===== config.mk =====
export PLATFORM = sky130hd
export DESIGN_NAME = script_token_lexer_core_flat
export DESIGN_NICKNAME = d
export VERILOG_FILES = /design/src/sv/slx_pkg.sv /design/src/sv/slx_if.sv /design/src/sv/script_token_lexer_core.sv /design/src/sv/slx_fifo.sv /design/src/sv/slx_front.sv /design/src/sv/slx_back.sv /design/src/flat_wrapper.sv
export SDC_FILE = /design/constraint.sdc
export NUM_CORES = 1
export LEC_CHECK = 0
export CORE_UTILIZATION = 35
export DETAILED_ROUTE_END_ITERATION = 10
export DONT_BUFFER_PORTS = 1
export SYNTH_ARGS = -nofsm -noshare
export SYNTH_HDL_FRONTEND = slang
export SYNTH_HIERARCHICAL = 1
export SYNTH_SLANG_ARGS = --single-unit

===== constraint.sdc =====
create_clock -name clock -period 12.2 [get_ports clock]
set_clock_uncertainty 0.15 [all_clocks]
set_input_delay 0.61 -clock clock [delete_from_list [all_inputs] [get_ports clock]]
set_output_delay 0.61 -clock clock [all_outputs]
set_load 0.05 [all_outputs]

===== src/sv/slx_pkg.sv =====
package slx_pkg;

   localparam int unsigned MAX_PROGRAM_BYTES = 65536;
   localparam int unsigned IN_QUEUE_DEPTH    = 2;
   localparam int unsigned OUT_QUEUE_DEPTH   = 4;

   localparam logic [7:0] CH_LPAREN = 8'h28;
   localparam logic [7:0] CH_RPAREN = 8'h29;
   localparam logic [7:0] CH_QUOTE  = 8'h27;
   localparam logic [7:0] CH_MINUS  = 8'h2D;
   localparam logic [7:0] CH_SPACE  = 8'h20;
   localparam logic [7:0] CH_DOT    = 8'h2E;
   localparam logic [7:0] CH_UNDER  = 8'h5F;

   typedef enum logic [3:0] {
      CLS_LPAREN = 4'd0,
      CLS_RPAREN = 4'd1,
      CLS_QUOTE  = 4'd2,
      CLS_MINUS  = 4'd3,
      CLS_SPACE  = 4'd4,
      CLS_DOT    = 4'd5,
      CLS_DIGIT  = 4'd6,
      CLS_ALPHA  = 4'd7,
      CLS_OTHER  = 4'd8
   } cls_type;

   typedef enum logic [3:0] {
      KIND_LPAREN  = 4'd0,
      KIND_RPAREN  = 4'd1,
      KIND_MINUS   = 4'd2,
      KIND_INTEGER = 4'd3,
      KIND_DECIMAL = 4'd4,
      KIND_STRING  = 4'd5,
      KIND_IDENT   = 4'd6,
      KIND_BADCHAR = 4'd7,
      KIND_UNTERM  = 4'd8
   } kind_type;

   typedef enum logic [5:0] {
      MODE_IDLE    = 6'b000001,
      MODE_MINUS   = 6'b000010,
      MODE_NUMBER  = 6'b000100,
      MODE_DECIMAL = 6'b001000,
      MODE_STRING  = 6'b010000,
      MODE_IDENT   = 6'b100000
   } mode_type;

   typedef struct packed {
      cls_type     cls;
      logic [15:0] position;
      logic        eop;
   } item_type;

   typedef struct packed {
      kind_type    kind;
      logic [15:0] start;
      logic [15:0] length;
      logic        last;
   } result_type;

   function automatic cls_type classify(input logic [7:0] c);
      cls_type cls;
      if (c == CH_LPAREN)                       cls = CLS_LPAREN;
      else if (c == CH_RPAREN)                  cls = CLS_RPAREN;
      else if (c == CH_QUOTE)                   cls = CLS_QUOTE;
      else if (c == CH_MINUS)                   cls = CLS_MINUS;
      else if (c == CH_SPACE)                   cls = CLS_SPACE;
      else if (c == CH_DOT)                     cls = CLS_DOT;
      else if (c >= 8'h30 && c <= 8'h39)        cls = CLS_DIGIT;
      else if ((c >= 8'h61 && c <= 8'h7A) || (c >= 8'h41 && c <= 8'h5A) || c == CH_UNDER)
         cls = CLS_ALPHA;
      else                                      cls = CLS_OTHER;
      return cls;
   endfunction

   function automatic logic [16:0] span(input logic [16:0] from_pos, input logic [16:0] to_pos);
      return (to_pos > from_pos) ? to_pos - from_pos : 17'd0;
   endfunction

   function automatic logic [15:0] sat16(input logic [16:0] v);
      return v[16] ? 16'hFFFF : v[15:0];
   endfunction

   function automatic result_type make_result(input kind_type k, input logic [16:0] st,
                                              input logic [16:0] len);
      result_type r;
      r.kind   = k;
      r.start  = sat16(st);
      r.length = sat16(len);
      r.last   = 1'b0;
      return r;
   endfunction

endpackage


===== src/sv/slx_if.sv =====
interface slx_req_if;
   logic       valid;
   logic       ready;
   logic [7:0] char_code;
   logic       end_of_program;

   modport source (output valid, output char_code, output end_of_program, input ready);
   modport sink   (input valid, input char_code, input end_of_program, output ready);
endinterface

interface slx_rsp_if;
   logic        valid;
   logic        ready;
   logic [3:0]  token_kind;
   logic [15:0] token_start;
   logic [15:0] token_length;
   logic        last_of_program;

   modport source (output valid, output token_kind, output token_start, output token_length,
                   output last_of_program, input ready);
   modport sink   (input valid, input token_kind, input token_start, input token_length,
                   input last_of_program, output ready);
endinterface


===== src/sv/script_token_lexer_core.sv =====
// Streaming tokenizer: takes one byte of program text per transaction and returns
// tokens as kind, start offset and length, with last_of_program on the final token.
// A byte is accepted every cycle while the result side keeps up; a byte that closes
// one token and opens a single-byte one (or an integer followed by a stray point)
// yields two results, which the 4-entry result queue drains at one per cycle while
// the receiver is ready. A byte passes through a 2-entry queue after classification,
// and its results are written into the result queue before the first is offered.
// After an error result all bytes up to and including the final one are swallowed
// silently.
module script_token_lexer_core #(
   parameter int unsigned MAX_PROGRAM_BYTES = slx_pkg::MAX_PROGRAM_BYTES
) (
   input  logic      clock,
   input  logic      reset,
   slx_req_if.sink   req_if,
   slx_rsp_if.source rsp_if
);
   localparam int unsigned IN_DEPTH  = slx_pkg::IN_QUEUE_DEPTH;
   localparam int unsigned OUT_DEPTH = slx_pkg::OUT_QUEUE_DEPTH;
   localparam int unsigned IN_CW     = $clog2(IN_DEPTH + 1);
   localparam int unsigned OUT_CW    = $clog2(OUT_DEPTH + 1);
   localparam int unsigned ITEM_W    = $bits(slx_pkg::item_type);
   localparam int unsigned RES_W     = $bits(slx_pkg::result_type);

   logic                front_push;
   slx_pkg::item_type   front_item;
   logic [ITEM_W-1:0]   in_push_data [2];
   logic [ITEM_W-1:0]   in_head;
   logic [IN_CW-1:0]    in_count;
   logic                in_pop;

   logic [1:0]          res_push_count;
   slx_pkg::result_type res_items [2];
   logic [RES_W-1:0]    out_push_data [2];
   logic [RES_W-1:0]    out_head;
   logic [OUT_CW-1:0]   out_count;
   logic                out_pop;
   slx_pkg::result_type head_res;

   slx_front #(
      .MAX_PROGRAM_BYTES (MAX_PROGRAM_BYTES)
   ) u_front (
      .clock      (clock),
      .reset      (reset),
      .req_if     (req_if),
      .queue_room (in_count < IN_CW'(IN_DEPTH)),
      .push       (front_push),
      .item       (front_item)
   );

   assign in_push_data[0] = front_item;
   assign in_push_data[1] = front_item;

   slx_fifo #(
      .WIDTH (ITEM_W),
      .DEPTH (IN_DEPTH)
   ) u_in_queue (
      .clock      (clock),
      .reset      (reset),
      .push_count ({1'b0, front_push}),
      .push_data  (in_push_data),
      .pop        (in_pop),
      .pop_data   (in_head),
      .count      (in_count)
   );

   // back end needs room for two results before it takes a byte
   slx_back u_back (
      .clock      (clock),
      .reset      (reset),
      .item_valid (in_count != '0),
      .item       (slx_pkg::item_type'(in_head)),
      .out_room   (out_count <= OUT_CW'(OUT_DEPTH - 2)),
      .item_pop   (in_pop),
      .push_count (res_push_count),
      .results    (res_items)
   );

   assign out_push_data[0] = res_items[0];
   assign out_push_data[1] = res_items[1];

   slx_fifo #(
      .WIDTH (RES_W),
      .DEPTH (OUT_DEPTH)
   ) u_out_queue (
      .clock      (clock),
      .reset      (reset),
      .push_count (res_push_count),
      .push_data  (out_push_data),
      .pop        (out_pop),
      .pop_data   (out_head),
      .count      (out_count)
   );

   assign head_res               = slx_pkg::result_type'(out_head);
   assign rsp_if.valid           = (out_count != '0);
   assign out_pop                = rsp_if.valid & rsp_if.ready;
   assign rsp_if.token_kind      = head_res.kind;
   assign rsp_if.token_start     = head_res.start;
   assign rsp_if.token_length    = head_res.length;
   assign rsp_if.last_of_program = head_res.last;

endmodule


===== src/sv/slx_fifo.sv =====
module slx_fifo #(
   parameter int unsigned WIDTH = 8,
   parameter int unsigned DEPTH = 4
) (
   input  logic                         clock,
   input  logic                         reset,
   input  logic [1:0]                   push_count,
   input  logic [WIDTH-1:0]             push_data [2],
   input  logic                         pop,
   output logic [WIDTH-1:0]             pop_data,
   output logic [$clog2(DEPTH+1)-1:0]   count
);
   // DEPTH is a power of two; pointers wrap naturally.
   localparam int unsigned PW = $clog2(DEPTH);
   localparam int unsigned CW = $clog2(DEPTH+1);

   logic [WIDTH-1:0] mem_ff [DEPTH];
   logic [PW-1:0]    wr_ptr_ff, wr_ptr_in;
   logic [PW-1:0]    rd_ptr_ff, rd_ptr_in;
   logic [CW-1:0]    count_ff, count_in;
   logic [PW-1:0]    wr_next;

   assign wr_next   = wr_ptr_ff + PW'(1);
   assign wr_ptr_in = wr_ptr_ff + PW'(push_count);
   assign rd_ptr_in = rd_ptr_ff + PW'(pop);
   assign count_in  = count_ff + CW'(push_count) - CW'(pop);

   always_ff @(posedge clock) begin
      if (reset) begin
         wr_ptr_ff <= '0;
         rd_ptr_ff <= '0;
         count_ff  <= '0;
      end else begin
         wr_ptr_ff <= wr_ptr_in;
         rd_ptr_ff <= rd_ptr_in;
         count_ff  <= count_in;
      end
   end

   always_ff @(posedge clock) begin
      if (push_count != 2'd0) begin
         mem_ff[wr_ptr_ff] <= push_data[0];
      end
      if (push_count == 2'd2) begin
         mem_ff[wr_next] <= push_data[1];
      end
   end

   assign pop_data = mem_ff[rd_ptr_ff];
   assign count    = count_ff;

endmodule


===== src/sv/slx_front.sv =====
module slx_front #(
   parameter int unsigned MAX_PROGRAM_BYTES = slx_pkg::MAX_PROGRAM_BYTES
) (
   input  logic              clock,
   input  logic              reset,
   slx_req_if.sink           req_if,
   input  logic              queue_room,
   output logic              push,
   output slx_pkg::item_type item
);
   localparam int unsigned POS_LIMIT =
      (MAX_PROGRAM_BYTES - 1 > 65535) ? 65535 : MAX_PROGRAM_BYTES - 1;
   localparam logic [15:0] POS_MAX = 16'(POS_LIMIT);

   logic [15:0] pos_ff, pos_in;

   assign req_if.ready = queue_room;
   assign push         = req_if.valid & queue_room;

   assign item.cls      = slx_pkg::classify(req_if.char_code);
   assign item.position = pos_ff;
   assign item.eop      = req_if.end_of_program;

   // position restarts after the final byte, sticks at the limit on long programs
   always_comb begin
      pos_in = pos_ff;
      if (push) begin
         if (req_if.end_of_program)  pos_in = '0;
         else if (pos_ff < POS_MAX)  pos_in = pos_ff + 16'd1;
         else                        pos_in = POS_MAX;
      end
   end

   always_ff @(posedge clock) begin
      if (reset) begin
         pos_ff <= '0;
      end else begin
         pos_ff <= pos_in;
      end
   end

endmodule


===== src/sv/slx_back.sv =====
module slx_back (
   input  logic                clock,
   input  logic                reset,
   input  logic                item_valid,
   input  slx_pkg::item_type   item,
   input  logic                out_room,
   output logic                item_pop,
   output logic [1:0]          push_count,
   output slx_pkg::result_type results [2]
);
   slx_pkg::mode_type mode_ff, mode_in;
   logic [15:0]       ls_ff, ls_in;
   logic              pp_ff, pp_in;
   logic              err_ff, err_in;

   slx_pkg::result_type res_v [2];
   logic [1:0]          n_v;
   logic                taken;
   logic                failed;
   logic [16:0]         p17;
   logic [16:0]         dot17;
   logic [16:0]         end17;
   logic                is_digit;

   assign item_pop = item_valid & out_room;
   assign p17      = {1'b0, item.position};
   assign end17    = p17 + 17'd1;
   assign dot17    = (p17 != 17'd0) ? p17 - 17'd1 : 17'd0;
   assign is_digit = (item.cls == slx_pkg::CLS_DIGIT);

   always_comb begin
      mode_in = mode_ff;
      ls_in   = ls_ff;
      pp_in   = pp_ff;
      err_in  = err_ff;
      res_v[0] = '0;
      res_v[1] = '0;
      n_v     = 2'd0;
      taken   = 1'b0;
      failed  = 1'b0;

      if (err_ff) begin
         // discard until the final byte
         if (item.eop) begin
            mode_in = slx_pkg::MODE_IDLE;
            ls_in   = '0;
            pp_in   = 1'b0;
            err_in  = 1'b0;
         end
      end else begin
         case (mode_ff)
            slx_pkg::MODE_MINUS: begin
               if (is_digit) begin
                  mode_in = slx_pkg::MODE_NUMBER;
                  taken   = 1'b1;
               end else begin
                  res_v[n_v[0]] = slx_pkg::make_result(slx_pkg::KIND_MINUS,
                                                       {1'b0, ls_in}, 17'd1);
                  n_v = n_v + 2'd1;
                  mode_in = slx_pkg::MODE_IDLE;
               end
            end
            slx_pkg::MODE_NUMBER: begin
               if (is_digit) begin
                  if (pp_in) begin
                     pp_in   = 1'b0;
                     mode_in = slx_pkg::MODE_DECIMAL;
                  end
                  taken = 1'b1;
               end else if (pp_in) begin
                  // point with no digit after it: integer, then the point is a bad char
                  res_v[n_v[0]] = slx_pkg::make_result(slx_pkg::KIND_INTEGER, {1'b0, ls_in},
                                     slx_pkg::span({1'b0, ls_in}, dot17));
                  n_v = n_v + 2'd1;
                  res_v[n_v[0]] = slx_pkg::make_result(slx_pkg::KIND_BADCHAR, dot17, 17'd1);
                  res_v[n_v[0]].last = 1'b1;
                  n_v = n_v + 2'd1;
                  failed  = 1'b1;
                  mode_in = slx_pkg::MODE_IDLE;
                  pp_in   = 1'b0;
                  taken   = 1'b1;
               end else if (item.cls == slx_pkg::CLS_DOT) begin
                  pp_in = 1'b1;
                  taken = 1'b1;
               end else begin
                  res_v[n_v[0]] = slx_pkg::make_result(slx_pkg::KIND_INTEGER, {1'b0, ls_in},
                                     slx_pkg::span({1'b0, ls_in}, p17));
                  n_v = n_v + 2'd1;
                  mode_in = slx_pkg::MODE_IDLE;
               end
            end
            slx_pkg::MODE_DECIMAL: begin
               if (is_digit) begin
                  taken = 1'b1;
               end else begin
                  res_v[n_v[0]] = slx_pkg::make_result(slx_pkg::KIND_DECIMAL, {1'b0, ls_in},
                                     slx_pkg::span({1'b0, ls_in}, p17));
                  n_v = n_v + 2'd1;
                  mode_in = slx_pkg::MODE_IDLE;
               end
            end
            slx_pkg::MODE_STRING: begin
               if (item.cls == slx_pkg::CLS_QUOTE) begin
                  // offsets exclude the quotes
                  res_v[n_v[0]] = slx_pkg::make_result(slx_pkg::KIND_STRING,
                                     {1'b0, ls_in} + 17'd1,
                                     slx_pkg::span({1'b0, ls_in} + 17'd1, p17));
                  n_v = n_v + 2'd1;
                  mode_in = slx_pkg::MODE_IDLE;
               end
               taken = 1'b1;
            end
            slx_pkg::MODE_IDENT: begin
               if (is_digit || item.cls == slx_pkg::CLS_ALPHA) begin
                  taken = 1'b1;
               end else begin
                  res_v[n_v[0]] = slx_pkg::make_result(slx_pkg::KIND_IDENT, {1'b0, ls_in},
                                     slx_pkg::span({1'b0, ls_in}, p17));
                  n_v = n_v + 2'd1;
                  mode_in = slx_pkg::MODE_IDLE;
               end
            end
            default: begin
               mode_in = slx_pkg::MODE_IDLE;
            end
         endcase

         if (!taken && !failed) begin
            ls_in = item.position;
            pp_in = 1'b0;
            case (item.cls)
               slx_pkg::CLS_LPAREN: begin
                  res_v[n_v[0]] = slx_pkg::make_result(slx_pkg::KIND_LPAREN, p17, 17'd1);
                  n_v = n_v + 2'd1;
               end
               slx_pkg::CLS_RPAREN: begin
                  res_v[n_v[0]] = slx_pkg::make_result(slx_pkg::KIND_RPAREN, p17, 17'd1);
                  n_v = n_v + 2'd1;
               end
               slx_pkg::CLS_QUOTE: mode_in = slx_pkg::MODE_STRING;
               slx_pkg::CLS_MINUS: mode_in = slx_pkg::MODE_MINUS;
               slx_pkg::CLS_SPACE: mode_in = mode_in;
               slx_pkg::CLS_DIGIT: mode_in = slx_pkg::MODE_NUMBER;
               slx_pkg::CLS_ALPHA: mode_in = slx_pkg::MODE_IDENT;
               default: begin
                  res_v[n_v[0]] = slx_pkg::make_result(slx_pkg::KIND_BADCHAR, p17, 17'd1);
                  res_v[n_v[0]].last = 1'b1;
                  n_v = n_v + 2'd1;
                  failed  = 1'b1;
                  mode_in = slx_pkg::MODE_IDLE;
               end
            endcase
         end

         // close the open lexeme on the final byte
         if (item.eop && !failed) begin
            case (mode_in)
               slx_pkg::MODE_MINUS: begin
                  res_v[n_v[0]] = slx_pkg::make_result(slx_pkg::KIND_MINUS,
                                                       {1'b0, ls_in}, 17'd1);
                  n_v = n_v + 2'd1;
               end
               slx_pkg::MODE_NUMBER: begin
                  if (pp_in) begin
                     res_v[n_v[0]] = slx_pkg::make_result(slx_pkg::KIND_INTEGER,
                                        {1'b0, ls_in}, slx_pkg::span({1'b0, ls_in}, p17));
                     n_v = n_v + 2'd1;
                     res_v[n_v[0]] = slx_pkg::make_result(slx_pkg::KIND_BADCHAR, p17, 17'd1);
                     n_v = n_v + 2'd1;
                  end else begin
                     res_v[n_v[0]] = slx_pkg::make_result(slx_pkg::KIND_INTEGER,
                                        {1'b0, ls_in}, slx_pkg::span({1'b0, ls_in}, end17));
                     n_v = n_v + 2'd1;
                  end
               end
               slx_pkg::MODE_DECIMAL: begin
                  res_v[n_v[0]] = slx_pkg::make_result(slx_pkg::KIND_DECIMAL,
                                     {1'b0, ls_in}, slx_pkg::span({1'b0, ls_in}, end17));
                  n_v = n_v + 2'd1;
               end
               slx_pkg::MODE_STRING: begin
                  res_v[n_v[0]] = slx_pkg::make_result(slx_pkg::KIND_UNTERM,
                                     {1'b0, ls_in}, slx_pkg::span({1'b0, ls_in}, end17));
                  n_v = n_v + 2'd1;
               end
               slx_pkg::MODE_IDENT: begin
                  res_v[n_v[0]] = slx_pkg::make_result(slx_pkg::KIND_IDENT,
                                     {1'b0, ls_in}, slx_pkg::span({1'b0, ls_in}, end17));
                  n_v = n_v + 2'd1;
               end
               default: begin
                  mode_in = slx_pkg::MODE_IDLE;
               end
            endcase
         end

         if (item.eop) begin
            if (n_v == 2'd2)      res_v[1].last = 1'b1;
            else if (n_v == 2'd1) res_v[0].last = 1'b1;
            mode_in = slx_pkg::MODE_IDLE;
            ls_in   = '0;
            pp_in   = 1'b0;
            err_in  = 1'b0;
         end else if (failed) begin
            err_in = 1'b1;
         end
      end
   end

   assign push_count = item_pop ? n_v : 2'd0;
   assign results[0] = res_v[0];
   assign results[1] = res_v[1];

   always_ff @(posedge clock) begin
      if (reset) begin
         mode_ff <= slx_pkg::MODE_IDLE;
         ls_ff   <= '0;
         pp_ff   <= 1'b0;
         err_ff  <= 1'b0;
      end else if (item_pop) begin
         mode_ff <= mode_in;
         ls_ff   <= ls_in;
         pp_ff   <= pp_in;
         err_ff  <= err_in;
      end
   end

endmodule

===== src/flat_wrapper.sv =====
// flat-port wrapper written by rule: the top's interface ports become plain ports
module script_token_lexer_core_flat 
#(
   parameter int unsigned MAX_PROGRAM_BYTES = slx_pkg::MAX_PROGRAM_BYTES
)
  (clock, reset, req_if_valid, req_if_char_code, req_if_end_of_program, req_if_ready, rsp_if_valid, rsp_if_token_kind, rsp_if_token_start, rsp_if_token_length, rsp_if_last_of_program, rsp_if_ready);
  slx_req_if req_if_i ();
  slx_rsp_if rsp_if_i ();
  input  logic clock;
  input  logic reset;
  input wire logic [$bits(req_if_i.valid)-1:0] req_if_valid;
  input wire logic [$bits(req_if_i.char_code)-1:0] req_if_char_code;
  input wire logic [$bits(req_if_i.end_of_program)-1:0] req_if_end_of_program;
  output wire logic [$bits(req_if_i.ready)-1:0] req_if_ready;
  output wire logic [$bits(rsp_if_i.valid)-1:0] rsp_if_valid;
  output wire logic [$bits(rsp_if_i.token_kind)-1:0] rsp_if_token_kind;
  output wire logic [$bits(rsp_if_i.token_start)-1:0] rsp_if_token_start;
  output wire logic [$bits(rsp_if_i.token_length)-1:0] rsp_if_token_length;
  output wire logic [$bits(rsp_if_i.last_of_program)-1:0] rsp_if_last_of_program;
  input wire logic [$bits(rsp_if_i.ready)-1:0] rsp_if_ready;
  assign req_if_i.valid = req_if_valid;
  assign req_if_i.char_code = req_if_char_code;
  assign req_if_i.end_of_program = req_if_end_of_program;
  assign req_if_ready = req_if_i.ready;
  assign rsp_if_valid = rsp_if_i.valid;
  assign rsp_if_token_kind = rsp_if_i.token_kind;
  assign rsp_if_token_start = rsp_if_i.token_start;
  assign rsp_if_token_length = rsp_if_i.token_length;
  assign rsp_if_last_of_program = rsp_if_i.last_of_program;
  assign rsp_if_i.ready = rsp_if_ready;
  script_token_lexer_core #(.MAX_PROGRAM_BYTES(MAX_PROGRAM_BYTES)) u_core (.clock(clock), .reset(reset), .req_if(req_if_i), .rsp_if(rsp_if_i));
endmodule

# Word-level counts from Yosys, hierarchy flattened
# Memory sizes are Yosys's and may differ from the RTL's. A register that Yosys moved wholly into a read port is not among the register bits.
# Cells that the tools add are included.
# word_totals
memories	2
regBits	51
output_inout_bits	39
ram_bits	190
romBits	0
latchBits	0
input_bits	13
# mem_list
memory	words	width	read_ports	rd_ports_with_merged_regs	wr	line_no	rtl
u_core.u_out_queue.mem_ff	4	37	1	1	2	slx_fifo.sv:17	logic [WIDTH-1:0] mem_ff [DEPTH];
u_core.u_in_queue.mem_ff	2	21	1	1	1	slx_fifo.sv:17	
# op_classes
mux	139
bitwise	6
n_lt_le_gt_ge	20
n_mul	0
reduce_logical	26
shifts	0
div_mod_pow	0
addsub	21
n_eq_ne	28
# ops
operator	n
$bwmux W74	11
$mux W74	5
$pmux W74 S5	1
$mux W16	14
$mux W37	6
$pmux W74 S3	1
$pmux W37 S5	1
$demux W37 S1	4
$mux W36	4
$mux W35	3
$mux W17	6
$mux W6	14
$mux W72	1
$pmux W6 S5	2
$eq A8 B6 Y1 const B	6
$mux W1	42
$add A16 B1 Y17 const B	2
$gt A17 B16 Y1	2
$sub A16 B16 Y17	2
$sub A17 B16 Y17	2
$gt A16 B16 Y1	2
$mux W4	8
$mux W2	12
$gt A16 B17 Y1	1
50 further kinds	88

# Longest topological paths before layout
# Gate-level depths: netlist of the first run.
# logic_depth
word_depth	25
mapped_depth	23

# Cells and area by module
# Netlist of the first run, hierarchy kept.
# by_module_without_submodules
module	seq_area_each_um2	area_each_um2	cells_per_inst	n_inst
slx_back	480.5	8876.0	1353	1
slx_fifo (u_core.u_out_queue)	4584.4	7787.5	398	1
slx_fifo (u_core.u_in_queue)	1341.3	2321.0	135	1
slx_front	320.3	958.4	125	1
script_token_lexer_core	0.0	35.0	6	1

# Least setup slack after synthesis of the first run
# Ideal clock, no wire load.
# synth_path
path_kind	reg2reg
start	register, netlist name u_core/u_in_queue/rd_ptr_ff
end	memory u_core/u_out_queue/mem_ff[0][0] (netlist bit) (enable)
n_path_buf	3
t_required_ns	11.562
stages_incl_launch_ff	15
setup_ns	0.488
period_less_slack_ns	6.698
arrival_time_ns	6.061
setup_slack_ns	5.502
cell_sequence	dfxtp_1 -> buf_2 -> mux2_2 -> clkbuf_1 -> and4bb_2 -> nor3_1 -> a211o_1 -> buf_4 -> nor3b_1 -> o211ai_1 -> a21oi_1 -> a21oi_1 -> nor3_1 -> nor2_1 -> o31ai_1
# synth_lines
item	line_no
to (decl)	slx_fifo.sv:17

==> summary.txt, run 1 <==
Synth
  • Top-area cell type share of the netlist area: between 20% and 30%
  • Cells taking the most area after synthesis: edfxtp_1, mux2_2, ha_1, mux2_4, dfxtp_1
  • Sequential fraction of the synthesis area: 33.7%
  • Post-Syn Area: around 0.02 mm²
  • Synth Warn #: 6
  • Cell count after synthesis: between 2000 and 2500
  • Ys flop type: edfxtp_1
  • Register bit total from synthesis: about 240
  • Number of flops mapped to enable cells by yosys: 190
  • Post-synth cell types: 100
  • Post-synthesis async set-or-reset flop share: 0%
  • Post-synth top area cell: edfxtp_1
  • Synth Area per Inst: approximately 9.9 µm²

STA
  • Slew margin rel.: under 10%
  • Final min period: 7.25 ns
  • Unrepaired setup endpoints after global routing: no
  • Worst-margin pin slew: roughly 1.4 ns
  • Slew Viols, Final: 0
  • Post-route setup TNS: 0 ns
  • Hold Worst Slack: around 0.12 ns
  • Crit share post-route: around three fifths
  • # setup viols final: 0
  • Final worst setup slack: between 4 and 5 ns
  • Endpoints failing hold: 0
  • Fmax: roughly 140 MHz

Global routing
  • Initial antenna violation count: 0
  • First-pass GRT wire length: 96800 µm
  • Gr usage total: 21.9%
  • Grt ovf: 0
  • Largest net degree at the start of global routing: 39
  • Vias in the first global route: roughly 16000

Route
  • Average wire per standard cell: about 24 µm
  • First-pass DRT Iterations: 6
  • DR iter-0 viols: 1905
  • # DRC: 0
  • Vias: 16466
  • Vias/cell: roughly 6
  • Final ANT Viol Nets: 0
  • WL final: between 60000 and 70000 µm

Floorplanning
  • Chip Width: 241 µm
  • Num rows: 87
  • Die H: between 200 and 250 µm
  • DIE AREA: around 0.058 mm²
  • Starting Density: approximately 35%
  • Io pins: between 50 and 60
  • Core Box Area: 0.0564 mm²

Power and ir drop
  • Static Leakage: 0.00744 µW
  • Pwr Density: roughly 250 mW/mm²
  • Worst IR Drop VDD: between 100 and 150 µV

Clocking
  • CTS tree: built
  • Setup repair bufs after CTS: 0
  • Clk_lat worst skew: approximately 0.56 ns
  • Clock transition at path regs: about 0.060 ns
  • CTS Sinks: 241
  • Cts bufs inserted: 27
  • H-tree Lvls: 1
  • Root buffer cell: clkbuf_16
  • Bufs on Longest Clock Path: 3
  • CTS resizes: 0

Flow run
  • Max Cap Viol: 0

Final layout
  • Area Overhead vs Synth: 7.21%
  • N_diodes: 0
  • Layout Nets: approximately 2100
  • Layout cells sized above 1: 17.8%
  • Most frequent cells in the layout: nor2_1, edfxtp_1, a21oi_1, mux2_2, o21ai_0
  • Commonest non-fill, non-tap cell in the layout: nor2_1

Placement
  • Post-place setup slack: around 5.1 ns
  • DP Wirelength: ~47000 µm
  • Port bufs: 0
  • Final Wtd Congestion: between 1 and 1.5

Worst hold path
  • Hold_sp: req_if_end_of_program
  • Class of the worst hold path: input pin to flip-flop

Worst setup path
  • Crit Reg-Reg Startpoint: u_core/u_in_queue/rd_ptr_ff$_SDFF_PP0_
  • Worst Path Max Fanout: 22
  • Crit path DAT: between 7 and 8 ns
  • Critical Path Source: u_core/u_in_queue/rd_ptr_ff$_SDFF_PP0_
  • Nature of the critical path startpoint: flip-flop
  • Worst setup EP type: flip-flop
  • Crit path required time: around 12 ns
  • Setup CP Type: flip-flop to flip-flop

Status
  • Status: finished clean
[synth_stat cells, types with 20 or more instances]
cell and count:
a21o_1 26, a21oi_1 164, a31oi_1 25, and3_1 20
buf_2 32, clkbuf_1 51, dfxtp_1 51, edfxtp_1 190
ha_1 92, inv_1 57, mux2_2 129, mux2_4 69
mux4_2 37, nand2_1 80, nand3_1 48, nor2_1 202
nor2b_1 30, nor3_1 51, o211ai_1 25, o21a_1 29
o21ai_0 104, o22ai_1 35, or3_1 22, xnor2_1 73
xor2_1 35
[final cells by class]
cell class,count,area (µm²)
Fill cell,5574,35000
Multi-Input combinational cell,1601,12400
Sequential cell,241,6730
Tap cell,756,946
Clock buffer,34,743
Timing Repair Buffer,31,248
Inverter,58,218
Clock inverter,16,146
[state kept, by name, indices dropped and copies added (netlist names)]
| name | count |
|---|---|
| u_core/u_out_queue/count | 3 |
| u_core/u_back/pp_ff | 1 |
| u_core/u_in_queue/rd_ptr_ff | 1 |
| u_core/u_out_queue/mem_ff | 148 |
| u_core/u_in_queue/mem_ff | 42 |
| u_core/u_out_queue/wr_ptr_ff | 2 |
| u_core/u_in_queue/wr_ptr_ff | 1 |
| u_core/u_back/ls_ff | 16 |
| u_core/u_front/pos_ff | 16 |
| u_core/u_back/mode_ff | 6 |
| u_core/u_in_queue/count | 2 |
| u_core/u_out_queue/rd_ptr_ff | 2 |
| u_core/u_back/err_ff | 1 |
[per-layer routing]
metal  wire length, µm  GRT usage [%]  vias to the layer above
li1                  -              -                     7551
met1             27600           29.3                     8017
met2             30000           35.7                      756
met3              4850           3.24                      142
met4              2530           8.34                        0
met5                 0              0                        -
[worst max-delay path, stage by stage, from the launching register on]
cell and delay [ns]:
dfxtp_1 0.97, mux2_2 0.60, or4_1 0.62, or3_1 0.39
or2_2 0.37, nand2_1 0.18, inv_1 0.07, ha_1 0.28
nor2b_1 0.15, o211ai_1 0.24, a31oi_1 0.21, o21ai_0 0.43
nand2b_1 0.17, a21oi_1 0.06, o21ai_1 1.04, o211ai_1 0.40
a22o_1 0.37, mux2_1 0.29
[through the flow]
| stage | power (µW) | std cells | instance area, µm² | utilization, % |
|---|---|---|---|---|
| 2_1_floorplan | 3740 | 2019 | 20000 | - |
| 3_3_place_gp | 4500 | 2685 | 20500 | 36.4 |
| 3_5_place_dp | 4530 | 2685 | 20500 | 36.4 |
| 4_1_cts | 5370 | 2737 | 21400 | 38.0 |
| 5_1_grt | 5720 | 2737 | 21400 | 38.0 |
| 6_report | 5400 | 2737 | 21400 | 38.0 |
[power by group]
part	internal [µW]	switching, µW	total (µW)
clock network	476	338	814
logic	1230	2210	3440
registers	1090	64.9	1150
total	2790	2620	5400
[cells by family after synthesis]
group / count (synthesis) / synth area share, %
compound gates: 564 / 18.1
xor+xnor: 112 / 5.24
fa+ha+maj: 98 / 6.36
buf+inv: 177 / 4.60
flops: 241 / 33.7
mux: 251 / 17.5
other cells: 1 / 0.0188
simple gates: 573 / 14.5
[what timing repair did]
| action | in CTS | in global routing |
|---|---|---|
| endpoints found under the setup margin | 0 | 0 |
| hold endpoints to repair | 36 | 0 |
| hold buffers | 2 | 0 |
[final timing paths]
path	to	slack, ns	cells past startpoint
worst min-delay path	u_core/u_front/pos_ff[1]$_SDFFE_PP0P_	0.12	3
worst max register to register	u_core/u_out_queue/mem_ff[1][9]$_DFFE_PP_	4.95	17
worst max-delay path	u_core/u_out_queue/mem_ff[1][9]$_DFFE_PP_	4.95	17
worst min register to register	u_core/u_back/ls_ff[9]$_SDFFE_PP0P_	0.38	2
No activity file was read; power rests on OpenSTA's default activity.
==> run 2, diff against run 1 <==
--- a/config.mk
+++ b/config.mk
@@ -5,6 +5,7 @@
 export SDC_FILE = /design/constraint.sdc
 export NUM_CORES = 1
 export LEC_CHECK = 0
+export ABC_AREA = 1
 export CORE_UTILIZATION = 35
 export DETAILED_ROUTE_END_ITERATION = 10
 export DONT_BUFFER_PORTS = 1
==> constraint.sdc (replaced) <==
create_clock -name clock -period 7.07 [get_ports clock]
set_clock_uncertainty 0.15 [all_clocks]
set_input_delay 0.3535 -clock clock [delete_from_list [all_inputs] [get_ports clock]]
set_output_delay 0.3535 -clock clock [all_outputs]
set_load 0.05 [all_outputs]
==> run 2 against run 1 <==
Largest power group unchanged; via count grew 21%; worst hold slack got worse by 0.0057 ns; utilization is 0.23 points lower; non-clock buffer count increased by 7; sequential cell count did not move; clock power is 71% higher.
==> summary.txt, run 2 <==
Status
  • Status: finished clean (unchanged)

Synth
  • Cell count after synthesis: 2978 (was 2017)
  • Most frequent cells after synthesis: nand2_1, inv_1, a21oi_1, edfxtp_1, nor2_1 (was nor2_1, edfxtp_1, a21oi_1, mux2_2, o21ai_0)
  • Post-synth cell types: 68 (was 100)
  • Synth Area per Inst: 7.15 µm² (was 9.90 µm²)
  • Post-Syn Area: 0.0213 mm² (was 0.0200 mm²)
  • Number of flops mapped to enable cells by yosys: 190 (unchanged)
  • Synth Warn #: 6 (unchanged)
  • Sequential fraction of the synthesis area: 31.6% (was 33.7%)
  • Ys flop type: edfxtp_1 (unchanged)
  • Cells taking the most area after synthesis: edfxtp_1, nand2_1, inv_1, a21oi_1, ha_1 (was edfxtp_1, mux2_2, ha_1, mux2_4, dfxtp_1)
  • Top-area cell type share of the netlist area: 26.8% (was 28.6%)
  • Post-synthesis async set-or-reset flop share: 0% (unchanged)
  • Register bit total from synthesis: 241 (unchanged)
  • Post-synth top area cell: edfxtp_1 (unchanged)
  • Most common cell in the netlist: nand2_1 (was nor2_1)

STA
  • Worst-margin pin slew: 1.24 ns (was 1.37 ns)
  • Fmax: 161 MHz (was 138 MHz)
  • Crit share post-route: 88.0% (was 59.4%)
  • Post-route setup TNS: 0 ns (unchanged)
  • Slew Viols, Final: 0 (unchanged)
  • # setup viols final: 0 (unchanged)
  • Hold Worst Slack: 0.111 ns (was 0.116 ns)
  • Endpoints failing hold: 0 (unchanged)
  • Unrepaired setup endpoints after global routing: no (unchanged)
  • Slew margin rel.: 16.7% (was 8.31%)
  • Final min period: 6.22 ns (was 7.25 ns)

Power and ir drop
  • Static Leakage: 0.00925 µW (was 0.00744 µW)
  • Combinational share of power: 66.1% (was 63.7%)
  • Switching component of the power: 5570 µW (was 2620 µW)
  • Switching part of the total power: 54.5% (was 48.4%)
  • Sequential share of power: 20.3% (was 21.3%)
  • Worst IR Drop VDD: 191 µV (was 137 µV)
  • Clock power share: 13.6% (was 15.1%)
  • Int Power: 4640 µW (was 2790 µW)
  • Power consumption: 10200 µW (was 5400 µW)
  • Pwr Density: 449 mW/mm² (was 252 mW/mm²)

Worst setup path
  • Crit path required time: 7.34 ns (was 12.35 ns)
  • Crit Reg-Reg Startpoint: u_core/u_in_queue/rd_ptr_ff$_SDFF_PP0_ (unchanged)
  • Crit path DAT: 6.49 ns (was 7.41 ns)
  • Critical Path Source: u_core/u_in_queue/rd_ptr_ff$_SDFF_PP0_ (unchanged)
  • Setup CP Type: flip-flop to flip-flop (unchanged)
  • Worst Path Max Fanout: 35 (was 22)
  • Nature of the critical path startpoint: flip-flop (unchanged)
  • Worst setup EP type: flip-flop (unchanged)
  • Reg2Reg Setup Slack: 0.85 ns (was 4.95 ns)

Route
  • # DRC: 0 (unchanged)
  • Average wire per standard cell: 18.0 µm (was 23.7 µm)
  • DR iter-0 viols: 1933 (was 1905)
  • First-pass DRT Iterations: 6 (unchanged)
  • WL final: 67400 µm (was 64900 µm)
  • Vias/cell: 5.33 (was 6.02)
  • Final ANT Viol Nets: 0 (unchanged)
  • Vias: 19901 (was 16466)

Clocking
  • Setup repair bufs after CTS: 0 (unchanged)
  • CTS tree: built (unchanged)
  • Post-CTS Hold Fix Bufs: 4 (was 2)
  • Clk_lat worst skew: 0.59 ns (was 0.56 ns)
  • Bufs on Longest Clock Path: 3 (unchanged)
  • Cts bufs inserted: 28 (was 27)
  • Root buffer cell: clkbuf_16 (unchanged)
  • Clock transition at path regs: 0.06 ns (about the same)
  • H-tree Lvls: 1 (unchanged)
  • CTS resizes: 0 (unchanged)
  • CTS Sinks: 241 (unchanged)

Final layout
  • Most frequent cells in the layout: nand2_1, inv_1, a21oi_1, edfxtp_1, nor2_1 (was nor2_1, edfxtp_1, a21oi_1, mux2_2, o21ai_0)
  • Top reg by flops: u_core/u_out_queue/mem_ff (unchanged)
  • Commonest non-fill, non-tap cell in the layout: nand2_1 (was nor2_1)
  • Area Overhead vs Synth: 6.89% (was 7.21%)
  • Layout Nets: 3041 (was 2071)
  • FILL cells: 6359 (was 5574)
  • Biggest regs: u_core/u_out_queue/mem_ff (148), u_core/u_in_queue/mem_ff (42) (unchanged)
  • Layout cells sized above 1: 9.86% (was 17.8%)
  • Max FFs per register: 148 (unchanged)

Placement
  • DP Wirelength: 50000 µm (was 47100 µm)
  • Port bufs: 0 (unchanged)
  • Final Wtd Congestion: 1.02 (about the same)

Floorplanning
  • Num rows: 90 (was 87)
  • Core Box Area: 0.0602 mm² (was 0.0564 mm²)
  • Starting Density: 35.3% (was 35.4%)
  • Io pins: 52 (unchanged)
  • Die H: 249 µm (was 241 µm)
  • Chip Width: 249 µm (was 241 µm)
  • DIE AREA: 0.0618 mm² (was 0.0580 mm²)

Global routing
  • Gr usage total: 21.2% (was 21.9%)
  • Largest net degree at the start of global routing: 90 (was 39)
  • Vias in the first global route: 18070 (was 15522)
  • Initial antenna violation count: 1 (was 0)
  • Grt ovf: 0 (unchanged)
  • First-pass GRT wire length: 105000 µm (was 96800 µm)

Flow run
  • Max Cap Viol: 0 (unchanged)

Worst hold path
  • Class of the worst hold path: input pin to flip-flop (unchanged)
  • Hold_sp: req_if_char_code[3] (was req_if_end_of_program)
-- run 2: cell count changes after synthesis, sizes merged, moves of 23 or more --
cell / previous run / this run
a21oi: 164 / 254
xnor2: 74 / 28
o21a: 29 / 3
mux2: 211 / 21
nor3: 54 / 31
inv: 58 / 400
nor2b: 30 / 1
mux4: 37 / 0
o21ai: 121 / 353
nand3: 49 / 145
nand2: 81 / 813
-- run 2: power by group through the flow --
stage | Combinational [µW] | Sequential [µW] | Clock, µW
2_1_floorplan | 5100 | 2050 | 0
3_3_place_gp | 6620 | 2100 | 0
3_5_place_dp | 6590 | 2110 | 0
4_1_cts | 6640 | 2080 | 1420
5_1_grt | 7420 | 2110 | 1460
6_report | 6750 | 2070 | 1390
-- run 2: per-stage QoR --
stage	cell area, µm²	worst slack (ns)	util [%]	instances
finish	22700	0.850	37.8	3735
global route	22700	0.263	37.8	3734
CTS	22700	0.935	37.8	3734
global placement	21800	1.04	36.2	3678
floorplan	21300	0.691	-	2983
detailed placement	21800	0.926	36.2	3678
-- run 2: final cells by class --
type / count / area [µm²] / area share [%]
flip-flops and latches: 241 / 6730 / 29.6
multi-input cells: 2214 / 12300 / 54.2
diodes: 1 / 2.50 / 0.0110
well taps: 782 / 978 / 4.30
repair buffers: 38 / 313 / 1.38
clock buffers: 36 / 731 / 3.21
inverters: 407 / 1540 / 6.75
clock inverters: 16 / 135 / 0.594
-- run 2: critical path, cell delays in order, from the launching register on --
cell and delay [ns]:
dfxtp_1 0.48, buf_4 0.28, mux2_2 0.43, inv_2 0.10, nor2_4 0.05, nand2_4 0.11, clkinv_1 0.15, nand2_1 0.12
nand3_2 0.47, o21ai_0 1.17, ha_1 0.32, inv_1 0.08, nor3_1 0.26, a21oi_1 0.17, o21ai_0 0.33, a21oi_1 0.14
xnor2_1 0.27, o21ai_0 0.22, nand2_1 0.10, nand2_1 0.05, a21oi_1 0.40, nand2_1 0.13, o21ai_2 0.08
-- run 2: cell families after synthesis --
family / Yosys count / synth area share (%)
adder cells (fa/ha/maj): 98 / 5.97
XOR/XNOR: 86 / 3.54
AO/OA/AOI/OAI: 758 / 21.8
AND/OR/NAND/NOR: 1245 / 25.0
flip-flops: 241 / 31.6
other: 1 / 0.0176
multiplexers: 21 / 1.11
buffers and inverters: 528 / 11.0
-- run 2: final timing paths --
kind / depth (start not counted) / endpoint
setup / recovery: 22 / u_core/u_out_queue/mem_ff[0][13]$_DFFE_PP_
hold / removal: 5 / u_core/u_in_queue/mem_ff[0][18]$_DFFE_PP_
setup reg to reg: 22 / u_core/u_out_queue/mem_ff[0][13]$_DFFE_PP_
hold reg to reg: 2 / u_core/u_back/mode_ff[4]$_SDFFE_PP0P_
-- run 2: metal layers --
metal / global-route usage [%] / up-vias / part of all wire (%)
met5: 0 / - / 0
met4: 7.95 / 0 / 4.0
met3: 2.92 / 159 / 7.2
met2: 32.7 / 798 / 43
met1: 30.0 / 9054 / 46
li1: - / 9890 / -
